<file path="config.mk">
export PLATFORM = sky130hd
export DESIGN_NAME = gpg_trig_rom
export DESIGN_NICKNAME = d
export VERILOG_FILES = /design/src/sv/gpg_pkg.sv /design/src/sv/gpg_trig_rom.sv
export SDC_FILE = /design/constraint.sdc
export NUM_CORES = 1
export LEC_CHECK = 0
export BUFFER_PORTS_ARGS = -buffer_cell sky130_fd_sc_hd__buf_2
export CORE_ASPECT_RATIO = 1.1
export CORE_MARGIN = 2
export CORE_UTILIZATION = 45
export DETAILED_ROUTE_END_ITERATION = 7
export PLACE_DENSITY_LB_ADDON = 0.25
export SLEW_MARGIN = 20
export SYNTH_ARGS = -nofsm -noshare
export SYNTH_HDL_FRONTEND = slang
export SYNTH_SLANG_ARGS = --single-unit
</file>
<file path="constraint.sdc">
create_clock -name clk -period 25.5 [get_ports clk]
set_clock_uncertainty 0.05 [all_clocks]
set_input_delay 5.1 -clock clk [delete_from_list [all_inputs] [get_ports clk]]
set_output_delay 5.1 -clock clk [all_outputs]
set_load 0.005 [all_outputs]
</file>
<file path="src/sv/gpg_pkg.sv">
// ----------------------------------------------------------------------------
// gpg_pkg
// shared types, constants and the 0 to 45 degree trig tables of the gradient
// pixel generator
// ----------------------------------------------------------------------------
package gpg_pkg;

    localparam int IMAGE_WIDTH  = 1280;
    localparam int IMAGE_HEIGHT = 720;

    localparam int X_W         = 11;
    localparam int Y_W         = 10;
    localparam int CH_W        = 8;
    localparam int COLOR_W     = 24;
    localparam int ANGLE_W     = 9;
    localparam int CFG_INDEX_W = 2;

    localparam int Q16_W = 17;
    localparam logic [Q16_W-1:0] ONE_Q16  = 17'd65536;
    localparam logic [Q16_W-1:0] HALF_Q16 = 17'd32768;

    // normalize: q0 = (p * RECIP) >> RECIP_SHIFT, then one correction step
    localparam int RECIP_SHIFT = 11;
    localparam int RECIP_W     = 28;
    localparam int DEN_W       = 12;
    localparam int NORM_W      = 27;
    localparam logic [DEN_W-1:0] X_DEN = DEN_W'(IMAGE_WIDTH - 1);
    localparam logic [DEN_W-1:0] Y_DEN = DEN_W'(IMAGE_HEIGHT - 1);
    localparam logic [RECIP_W-1:0] X_RECIP =
        RECIP_W'((64'd1 << (16 + RECIP_SHIFT)) / (IMAGE_WIDTH - 1));
    localparam logic [RECIP_W-1:0] Y_RECIP =
        RECIP_W'((64'd1 << (16 + RECIP_SHIFT)) / (IMAGE_HEIGHT - 1));

    localparam int TRIG_W    = 16;
    localparam int RANGE_W   = 16;
    localparam int OFFSET_W  = 32;
    localparam int NUM_W     = 33;
    localparam int ROOT_W    = 17;
    localparam int TRIG_LAST = 45;

    localparam logic [63:0] PI_Q30 = 64'd3373259426;

    typedef logic [14:0] q15_mag_t;
    typedef q15_mag_t q15_tab_t [0:TRIG_LAST];

    typedef struct packed {
        logic [X_W-1:0] pixel_x;
        logic [Y_W-1:0] pixel_y;
    } pixel_t;

    typedef struct packed {
        logic [CH_W-1:0] red;
        logic [CH_W-1:0] green;
        logic [CH_W-1:0] blue;
    } color_t;

    typedef struct packed {
        logic signed [TRIG_W-1:0] cos_val;
        logic signed [TRIG_W-1:0] sin_val;
        logic [RANGE_W-1:0]       range;
        logic [OFFSET_W-1:0]      offset;
    } trig_t;

    typedef enum logic [CFG_INDEX_W-1:0] {
        CFG_COLOR_START   = 2'd0,
        CFG_COLOR_END     = 2'd1,
        CFG_RADIAL_MODE   = 2'd2,
        CFG_ANGLE_DEGREES = 2'd3
    } cfg_reg_t;

    function automatic longint sin_series(logic [63:0] x);
        logic [63:0] x2;
        logic [63:0] term;
        longint      sum;
        x2   = (x * x) >> 30;
        term = x;
        sum  = longint'(term);
        term = ((term * x2) >> 30) / 64'd6;   sum = sum - longint'(term);
        term = ((term * x2) >> 30) / 64'd20;  sum = sum + longint'(term);
        term = ((term * x2) >> 30) / 64'd42;  sum = sum - longint'(term);
        term = ((term * x2) >> 30) / 64'd72;  sum = sum + longint'(term);
        term = ((term * x2) >> 30) / 64'd110; sum = sum - longint'(term);
        term = ((term * x2) >> 30) / 64'd156; sum = sum + longint'(term);
        term = ((term * x2) >> 30) / 64'd210; sum = sum - longint'(term);
        term = ((term * x2) >> 30) / 64'd272; sum = sum + longint'(term);
        return sum;
    endfunction

    function automatic longint cos_series(logic [63:0] x);
        logic [63:0] x2;
        logic [63:0] term;
        longint      sum;
        x2   = (x * x) >> 30;
        term = 64'd1 << 30;
        sum  = longint'(term);
        term = ((term * x2) >> 30) / 64'd2;   sum = sum - longint'(term);
        term = ((term * x2) >> 30) / 64'd12;  sum = sum + longint'(term);
        term = ((term * x2) >> 30) / 64'd30;  sum = sum - longint'(term);
        term = ((term * x2) >> 30) / 64'd56;  sum = sum + longint'(term);
        term = ((term * x2) >> 30) / 64'd90;  sum = sum - longint'(term);
        term = ((term * x2) >> 30) / 64'd132; sum = sum + longint'(term);
        term = ((term * x2) >> 30) / 64'd182; sum = sum - longint'(term);
        term = ((term * x2) >> 30) / 64'd240; sum = sum + longint'(term);
        return sum;
    endfunction

    function automatic q15_mag_t to_q15(longint v);
        longint      vv;
        logic [63:0] m;
        vv = (v < 0) ? 64'sd0 : v;
        m  = (64'(vv) + 64'd16384) >> 15;
        if (m > 64'd32767)
        begin
            m = 64'd32767;
        end
        return q15_mag_t'(m);
    endfunction

    function automatic q15_tab_t build_tab(logic want_sin);
        q15_tab_t    tab;
        logic [63:0] x;
        for (int a = 0; a <= TRIG_LAST; a++)
        begin
            x      = (64'(a) * PI_Q30 + 64'd90) / 64'd180;
            tab[a] = want_sin ? to_q15(sin_series(x)) : to_q15(cos_series(x));
        end
        return tab;
    endfunction

    localparam q15_tab_t SIN_TAB = build_tab(1'b1);
    localparam q15_tab_t COS_TAB = build_tab(1'b0);

endpackage

</file>
<file path="src/sv/gpg_trig_rom.sv">
// ----------------------------------------------------------------------------
// gpg_trig_rom
// cos/sin lookup for the configured angle plus projection range and offset
// ----------------------------------------------------------------------------
module gpg_trig_rom (
    input  logic                        clk,
    input  logic [gpg_pkg::ANGLE_W-1:0] angle_degrees,
    output gpg_pkg::trig_t              trig
);

    logic [gpg_pkg::ANGLE_W-1:0]       deg;
    logic [1:0]                        quad;
    logic [6:0]                        rem_deg;
    logic [5:0]                        tab_idx;
    logic signed [gpg_pkg::TRIG_W-1:0] c0;
    logic signed [gpg_pkg::TRIG_W-1:0] s0;
    logic signed [gpg_pkg::TRIG_W-1:0] cos_next;
    logic signed [gpg_pkg::TRIG_W-1:0] sin_next;
    logic signed [gpg_pkg::TRIG_W-1:0] cos_reg;
    logic signed [gpg_pkg::TRIG_W-1:0] sin_reg;
    logic [gpg_pkg::TRIG_W-1:0]        cos_abs;
    logic [gpg_pkg::TRIG_W-1:0]        sin_abs;
    logic [gpg_pkg::TRIG_W-1:0]        cos_neg;
    logic [gpg_pkg::TRIG_W-1:0]        sin_neg;
    gpg_pkg::trig_t                    trig_next;
    gpg_pkg::trig_t                    trig_reg;

    always_comb
    begin
        deg = (angle_degrees >= 9'd360) ? angle_degrees - 9'd360 : angle_degrees;
        priority if (deg >= 9'd270)
        begin
            quad    = 2'd3;
            rem_deg = 7'(deg - 9'd270);
        end
        else if (deg >= 9'd180)
        begin
            quad    = 2'd2;
            rem_deg = 7'(deg - 9'd180);
        end
        else if (deg >= 9'd90)
        begin
            quad    = 2'd1;
            rem_deg = 7'(deg - 9'd90);
        end
        else
        begin
            quad    = 2'd0;
            rem_deg = 7'(deg);
        end
        tab_idx = (rem_deg <= 7'd45) ? 6'(rem_deg) : 6'(7'd90 - rem_deg);
        if (rem_deg <= 7'd45)
        begin
            s0 = $signed({1'b0, gpg_pkg::SIN_TAB[tab_idx]});
            c0 = $signed({1'b0, gpg_pkg::COS_TAB[tab_idx]});
        end
        else
        begin
            c0 = $signed({1'b0, gpg_pkg::SIN_TAB[tab_idx]});
            s0 = $signed({1'b0, gpg_pkg::COS_TAB[tab_idx]});
        end
        unique case (quad)
            2'd0:
            begin
                cos_next = c0;
                sin_next = s0;
            end
            2'd1:
            begin
                cos_next = -s0;
                sin_next = c0;
            end
            2'd2:
            begin
                cos_next = -c0;
                sin_next = -s0;
            end
            default:
            begin
                cos_next = s0;
                sin_next = -c0;
            end
        endcase
    end

    always_comb
    begin
        cos_neg = cos_reg[gpg_pkg::TRIG_W-1] ? 16'(-cos_reg) : '0;
        sin_neg = sin_reg[gpg_pkg::TRIG_W-1] ? 16'(-sin_reg) : '0;
        cos_abs = cos_reg[gpg_pkg::TRIG_W-1] ? cos_neg : 16'(cos_reg);
        sin_abs = sin_reg[gpg_pkg::TRIG_W-1] ? sin_neg : 16'(sin_reg);
        trig_next.cos_val = cos_reg;
        trig_next.sin_val = sin_reg;
        trig_next.range   = cos_abs + sin_abs;
        trig_next.offset  = {cos_neg + sin_neg, 16'h0000};
    end

    always_ff @(posedge clk)
    begin
        cos_reg  <= cos_next;
        sin_reg  <= sin_next;
        trig_reg <= trig_next;
    end

    assign trig = trig_reg;

endmodule

</file>
# Word level (Yosys, flattened, before mapping)
# Memories as Yosys holds them, arrays and structs flattened.
# Cells that the tools add are included.
# word_totals
ff_bits,96
latchBits,0
ramBits,0
rom_bits,1920
inputBits,10
n_memories,2
# classes
n_addsub,11
multipliers,0
n_div,0
n_lt_le_gt_ge,6
n_eq_ne,2
shifts,0
mux,20
n_bitwise,1
reduce_logical,1
# mem_list
name,words,width,read_ports,rd_clocked_by_memory_dff,wr,line,rtl
(no name shown),64,15,1,0,0,gpg_trig_rom.sv:60,"s0 = $signed({1'b0, gpg_pkg::COS_TAB[tab_idx]});"
(no name shown),64,15,1,0,0,gpg_trig_rom.sv:59,"c0 = $signed({1'b0, gpg_pkg::SIN_TAB[tab_idx]});"
# op_table
op,count
16-bit case mux with 3 select lines,2
15-bit two-way mux,6
16-bit two-way mux,4
16-bit negation,4
16-bit adder,2
7-bit two-way mux,3
"9-bit >= comparator, second input constant",2
"9-bit by 7-bit >= comparator with 1-bit output, second input constant",1
"9-bit by 8-bit >= comparator with 1-bit output, second input constant",1
9-bit two-way mux,1
"9-bit subtractor, second input constant",1
"7-bit >= comparator, second input constant",1
"7-bit by 6-bit <= comparator with 1-bit output, second input constant",1
6-bit inverter with 7-bit output,1
"7-bit by 4-bit subtractor with 7-bit output, second input constant",1
"7-bit by 6-bit subtractor with 7-bit output, second input constant",1
"7-bit subtractor, second input constant",1
6-bit two-way mux,1
"5-bit by 6-bit subtractor with 6-bit output, first input constant",1
2-bit two-way mux,2
"2-bit by 1-bit equality test with 1-bit output, second input constant",1
"2-bit equality test, second input constant",1
2-bit logical NOT,1
1-bit two-way mux,1

# Depth between registers and ports, before layout
# Gate-level depths: netlist (run 1).
# logic_depth
ltp_word,15
ltp_mapped,37

# Least setup slack after synthesis (run 1)
# No wires, ideal clock.
# synth_timing
kind,in2reg
startpoint,input angle_degrees[3] (netlist bit)
endpoint,register cos_reg[14] (netlist bit)
arrival_time_ns,11.430
t_required_ns,25.310
setup_slack_ns,13.880
path_stages,35
path_cell_list,clkinv_1 -> ha_1 -> and3b_1 -> nor2_1 -> a31oi_1 -> inv_1 -> ha_1 -> nand2_1 -> o2111ai_2 -> o21ai_1 -> buf_2 -> a21oi_1 -> nor2_1 -> inv_1 -> ha_1 -> buf_1 -> a21oi_1 -> nand3_1 -> o21ai_0 -> and3_1 -> clkbuf_1 -> nor2_4 -> buf_4 -> buf_4 -> ha_1 -> a21oi_1 -> o32ai_1 -> nor3_1 -> a21oi_1 -> mux2_2 -> or4_1 -> clkbuf_1 -> or4_1 -> nand4_1 -> a32oi_1
# synth_between
elab_chain_len,15
# synth_rtl
element,line,rtl
from (decl),gpg_trig_rom.sv:7,"input logic [gpg_pkg::ANGLE_W-1:0] angle_degrees,"
9-bit subtractor / 9-bit >= comparator (equally long branches),gpg_trig_rom.sv:30,deg = (angle_degrees >= 9'd360) ? angle_degrees - 9'd360 : angle_degrees;
9-bit two-way mux (*),gpg_trig_rom.sv:30,
9-bit by 7-bit >= comparator with 1-bit output / 7-bit subtractor (equally long branches),"gpg_trig_rom.sv:41, gpg_trig_rom.sv:44",
7-bit two-way mux,gpg_trig_rom.sv:41,else if (deg >= 9'd90)
7-bit two-way mux,gpg_trig_rom.sv:36,else if (deg >= 9'd180)
7-bit two-way mux,gpg_trig_rom.sv:31,priority if (deg >= 9'd270)
5-bit by 6-bit subtractor with 6-bit output / 7-bit by 6-bit <= comparator with 1-bit output (equally long branches),"gpg_trig_rom.sv:51, gpg_trig_rom.sv:52",
6-bit two-way mux,gpg_trig_rom.sv:51,tab_idx = (rem_deg <= 7'd45) ? 6'(rem_deg) : 6'(7'd90 - rem_deg);
6-bit inverter with 7-bit output (implied by the code),--,
"memory read 64 x 15 bit, on equally long branches",--,
"15-bit two-way mux, on equally long branches (2 in a row)","gpg_trig_rom.sv:59, gpg_trig_rom.sv:60",
15-bit two-way mux,gpg_trig_rom.sv:52,if (rem_deg <= 7'd45)
"16-bit negation, on equally long branches","gpg_trig_rom.sv:75, gpg_trig_rom.sv:70",
16-bit case mux with 3 select lines (*),gpg_trig_rom.sv:62,unique case (quad)
"named net cos_next, one bit",gpg_trig_rom.sv:17,logic signed [gpg_pkg::TRIG_W-1:0] cos_next;
to (signal assigned),gpg_trig_rom.sv:100,cos_reg <= cos_next;
to (decl),gpg_trig_rom.sv:19,logic signed [gpg_pkg::TRIG_W-1:0] cos_reg;
# Mark *: on every way through the listed nets, which the timed path passes. The rest lies on a longest branch. The select of a mux whose other input is x is not followed.

# Final worst setup path (run 1)
# Same ends and word-level chain as after synthesis.

==> results.py, run 1 <==
metrics = {
    "critical_path": {
        "cp_slowest_cell": "or4_1",
        "endpoint_kind": "register",
        "r2r-start": "cos_reg[0]",
        "cp_top_family": "compound AO/OA/AOI/OAI gates",
        "slowest_delay_ns": 0.58,
        "rrSetupSlack_ns": 21.41,
        "worstRegToRegCells": 22,
        "reg2reg_to": "trig[47]",
        "crit_start": "angle_degrees[3]",
        "path_max_fanout": 38,
        "crit_top_cell": "ha_1",
        "crit_arrival_ns": 13.65,
        "startpoint_type": "input pin",
        "critPathKind": "input pin to register",
        "cp.required_ns": 25.65,
        "cp_num_buf_inv": 7,
    },
    "clock_tree": {
        "cts_tree": "yes",
        "clockBufferDepth": 2,
        "root_buffer": "clkbuf_16",
        "cts_setup_buffers": 0,
        "ctsHoldBuffers": 0,
        "cts_inserted_buffers": 9,
        "clk_pin_slew_worst_paths_ns": 0.07,
        "clock-sinks": 96,
        "post_cts_resized": 0,
        "cts_max_level": 3,
        "insertion_delay_ns": 0.35,
    },
    "route": {
        "num_vias": 9787,
        "ant_nets": 0,
        "drt_iter0_markers": 1522,
        "drt-total-wl_microns": 29870,
        "drtPass1Iterations": 6,
        "via_per_inst": 6.452,
        "avgRoutedWirePerCell_microns": 19.69,
        "drc_errors": 0,
    },
    "logic_synthesis": {
        "syn_inst": 1239,
        "synthSimpleGateAreaFrac": 0.2115,
        "synth_adder_area_share": 0.07257,
        "muxShareOfSynthArea": 0.01659,
        "synth_flop_cell": "dfxtp_1",
        "ys_ff_latch": 96,
        "ys_seq_area_frac": 0.2023,
        "syn_area_per_cell_sq_um": 7.668,
        "synth-xor-area-share": 0.09219,
        "yosys.cell_types.count": 104,
        "synth_top_family_by_area": "compound AO/OA/AOI/OAI gates",
        "synth_compound_area_frac": 0.3331,
        "synth-edff-count": 0,
        "synthArstFlopShare": 0,
        "syn-cell-area_sq_um": 9500,
        "ys.warnings.count": 0,
    },
    "place": {
        "place_inst": 1501,
        "hpwlAfterDp_microns": 22250,
        "gp_congestion": 1.013,
        "pre_cts_slack_ns": 11.95,
        "placed_area_sq_um": 9884,
        "io_buffer_count": 73,
    },
    "timing": {
        "rsz0062_at_grt": "false",
        "finalWorstSetupSlack_ns": 12.00,
        "setup-violations-final": 0,
        "max_slew_margin": 0.3198,
        "final_hold_viol_count": 0,
        "maxSlewViolCount": 0,
        "tns_ns": 0,
        "fin_crit_sh": 0.5293,
        "finalHoldWorstSlack_ns": 0.3385,
        "clock.fmax_mhz": 74.09,
        "worstMarginPinSlew_ns": 0.9989,
        "fin_crit_ns": 13.50,
    },
    "global_route": {
        "grt_pass1_vias": 8801,
        "grt_max_degree": 47,
        "grt.overflow.total": 0,
        "grt_pass1_wl_microns": 47490,
        "grt_use_total": 0.2650,
        "grt_antenna_before_repair": 0,
    },
    "final_layout": {
        "area_growth_pct": 7.073,
        "n_fill_cell": 2073,
        "final_nets": 1319,
        "instances_no_fill": 1517,
        "antenna_cells": 0,
        "multi_input_area_sq_um": 6992,
        "seq_area_sq_um": 1922,
        "final_common_cell": "nand2_1",
        "final_cell_mix": "nand2_1, dfxtp_1, nor2_1",
        "largest_register_ffs": 64,
        "fin_area_sq_um": 10170,
        "final_core_util": 0.4927,
        "drive_gt1_frac": 0.1348,
    },
    "power": {
        "p_total_mw": 1.375,
        "ir_drop_mv": 0.05263,
        "power_density_nw_per_um2": 135.2,
        "p_leak_nw": 4.030,
    },
    "die": {
        "fp.dieW_microns": 142.5,
        "rows": 55,
        "die_h_microns": 156.4,
        "die_area_sq_um": 22290,
        "initial_core_util": 0.4602,
        "coreArea_sq_um": 20640,
        "ios": 90,
    },
    "job": {
        "max-cap-violations": 0,
    },
    "outcome": {
        "status": "completed",
    },
    "min_path": {
        "min_from": "sin_reg[1]",
        "holdPathEnd": "trig[49]",
        "hp-class": "register to register",
        "worstHoldPathCells": 0,
    },
}
[report_power, final]
group | internal, mW | switching, mW
clock | 0.0681 | 0.0595
combinational | 0.384 | 0.574
sequential | 0.237 | 0.0530
[cell usage after synthesis, drive strengths merged (21+ instances only)]
master  number  area share
nand2      107       0.042
dfxtp       96        0.20
o21ai       86       0.047
a21oi       83       0.046
nor2        83       0.034
xnor2       70       0.065
buf         54       0.038
ha          51       0.067
clkbuf      47       0.019
nand3       40       0.021
inv         37       0.015
nor3        35       0.021
and2        30       0.020
xor2        30       0.028
o211ai      26       0.021
a211oi      24       0.021
o22ai       21       0.014
[cells by family (layout without fill, tap and decap cells)]
| family | Yosys count | after routing |
|---|---|---|
| fa+ha+maj | 54 | 54 |
| compound gates | 436 | 436 |
| simple gates | 398 | 398 |
| other cells | 1 | 16 |
| xor+xnor | 100 | 100 |
| buf+inv | 139 | 146 |
| flops | 96 | 96 |
| mux | 15 | 15 |
[layout make-up]
cell class / instances / share of cell area
repair buffers: 92 / 0.04994
flip-flops and latches: 96 / 0.1889
inverters: 38 / 0.01402
multi-input cells: 1019 / 0.6873
well taps: 256 / 0.03149
clock buffers: 9 / 0.02214
clock inverters: 7 / 0.006150
[metal layers]
| metal | global-route usage | up-vias | routed length, microns |
|---|---|---|---|
| met5 | 0 | - | 0 |
| met4 | 0.1254 | 0 | 1357 |
| met3 | 0.03794 | 97 | 2488 |
| met2 | 0.4176 | 552 | 13170 |
| met1 | 0.3562 | 4496 | 12850 |
| li1 | - | 4642 | - |
[worst max path at each step]
stage / cells past startpoint / endpoint / slack (ns)
floorplan: 35 / cos_reg[14] / 13.88
global placement: 32 / cos_reg[14] / 11.91
detailed placement: 32 / cos_reg[14] / 11.95
CTS: 32 / cos_reg[14] / 12.26
global route: 32 / cos_reg[14] / 11.49
finish: 32 / cos_reg[14] / 12.00
No activity file was read; power rests on OpenSTA's default activity.
==> inputs of run 2 (changes only) <==
==> constraint.sdc (replaced) <==
create_clock -name clk -period 13.2 [get_ports clk]
set_clock_uncertainty 0.05 [all_clocks]
set_input_delay 2.64 -clock clk [delete_from_list [all_inputs] [get_ports clk]]
set_output_delay 2.64 -clock clk [all_outputs]
set_load 0.005 [all_outputs]
==> results.py, run 2 (same netlist as run 1, synthesis figures left out) <==
metrics = {
    "outcome": {
        "status": "completed",
    },
    "critical_path": {
        "critPathKind": "input pin to register",
        "crit_top_cell": "ha_1",
        "startpoint_type": "input pin",
        "endpoint_kind": "register",
        "cp_num_buf_inv": 6,
        "cp_slowest_cell": "or4_1",
        "crit_arrival_ns": 11.11,
        "slowest_delay_ns": 0.58,
        "path_max_fanout": 28,
        "cp_top_family": "compound AO/OA/AOI/OAI gates",
        "cp.required_ns": 13.35,
    },
    "route": {
        "num_vias": 9930,
        "dr_wl_met2_microns": 13260,
        "drt-total-wl_microns": 30350,
        "drtPass1Iterations": 6,
        "ant_nets": 0,
        "dr_wl_met3_microns": 2857,
        "via_per_inst": 6.542,
        "drc_errors": 0,
        "avgRoutedWirePerCell_microns": 19.99,
        "drt_iter0_markers": 1523,
        "wl_met1_microns": 12800,
        "highest_layer": "met4",
    },
    "clock_tree": {
        "root_buffer": "clkbuf_16",
        "cts_setup_buffers": 0,
        "clockBufferDepth": 2,
        "ctsHoldBuffers": 0,
        "post_cts_resized": 0,
        "cts_inserted_buffers": 9,
        "clk_pin_slew_worst_paths_ns": 0.07,
        "cts_max_level": 3,
        "clock-sinks": 96,
        "insertion_delay_ns": 0.34,
        "cts_tree": "yes",
    },
    "place": {
        "io_buffer_count": 73,
        "hpwlAfterDp_microns": 22180,
        "pre_cts_slack_ns": 2.253,
        "gp_congestion": 1.007,
    },
    "timing": {
        "worstMarginPinSlew_ns": 1.039,
        "tns_ns": 0,
        "finalWorstSetupSlack_ns": 2.237,
        "maxSlewViolCount": 0,
        "fin_crit_ns": 10.96,
        "rsz0062_at_grt": "false",
        "max_slew_margin": 0.2898,
        "setup-violations-final": 0,
        "final_hold_viol_count": 0,
        "clock.fmax_mhz": 91.21,
        "fin_crit_sh": 0.8306,
    },
    "min_path": {
        "hp-class": "register to register",
    },
    "global_route": {
        "grt.overflow.total": 0,
        "grt_pass1_vias": 9039,
        "grt_use_total": 0.2655,
        "grt_max_degree": 42,
        "grt_pass1_wl_microns": 48010,
        "grt_antenna_before_repair": 0,
    },
    "die": {
        "initial_core_util": 0.4602,
        "fp.dieW_microns": 142.5,
        "die_area_sq_um": 22290,
        "ios": 90,
        "rows": 55,
        "die_h_microns": 156.4,
        "coreArea_sq_um": 20640,
    },
    "power": {
        "power_density_nw_per_um2": 263.9,
        "p_leak_nw": 4.037,
        "ir_drop_mv": 0.09162,
    },
    "final_layout": {
        "n_fill_cell": 2005,
        "area_growth_pct": 7.415,
        "drive_gt1_frac": 0.1355,
        "final_cell_mix": "nand2_1, dfxtp_1, nor2_1",
        "antenna_cells": 0,
        "final_nets": 1320,
        "largest_register_ffs": 64,
        "final_common_cell": "nand2_1",
    },
    "job": {
        "max-cap-violations": 0,
    },
}
-- run 2: cell types whose count changed in the layout (fill, tap and decap cells not counted), sizes merged --
| cell | delta |
|---|---|
| buf | +1 |
| bufinv | +1 |
| clkinv | -3 |
| clkinvlp | +2 |
-- run 2: metrics by stage --
step	hold WS (ns)	util	total power, mW	area [sq um]	instances
finish	0.3319	0.4943	2.693	10200	1518
floorplan	0.2790	-	1.925	9557	1254
global placement	0.3345	0.4792	2.366	9892	1502
CTS	0.3370	0.4943	2.657	10200	1518
global route	0.3441	0.4943	2.915	10200	1518
detailed placement	0.3272	0.4792	2.378	9892	1502
-- run 2: power breakdown --
group	total (mW)	switching, mW	internal [mW]	leakage (nW)
registers	0.559	0.101	0.458	0.809
logic	1.87	1.13	0.744	3.08
clock network	0.264	0.114	0.150	0.146
-- run 2: area by class of cell --
type	count	area [sq um]	area share
well taps	256	320.3	0.03139
clock buffers	9	225.2	0.02207
inverters	38	142.6	0.01398
repair buffers	93	515.5	0.05051
multi-input cells	1019	6992	0.6851
clock inverters	7	87.58	0.008583
flip-flops and latches	96	1922	0.1883
-- run 2: layer usage --
layer / up-vias / global-route usage
li1: 4642 / -
met1: 4502 / 0.3558
met2: 634 / 0.4238
met3: 152 / 0.03611
met4: 0 / 0.1198
met5: - / 0
-- run 2: final timing paths --
kind	slack (ns)	endpoint	depth (start not counted)	start
worst max register to register	9.05	trig[47]	22	cos_reg[0]
worst max-delay path	2.24	cos_reg[14]	31	angle_degrees[3]
worst min register to register	0.33	trig[49]	0	sin_reg[1]
worst min-delay path	0.33	trig[49]	0	sin_reg[1]
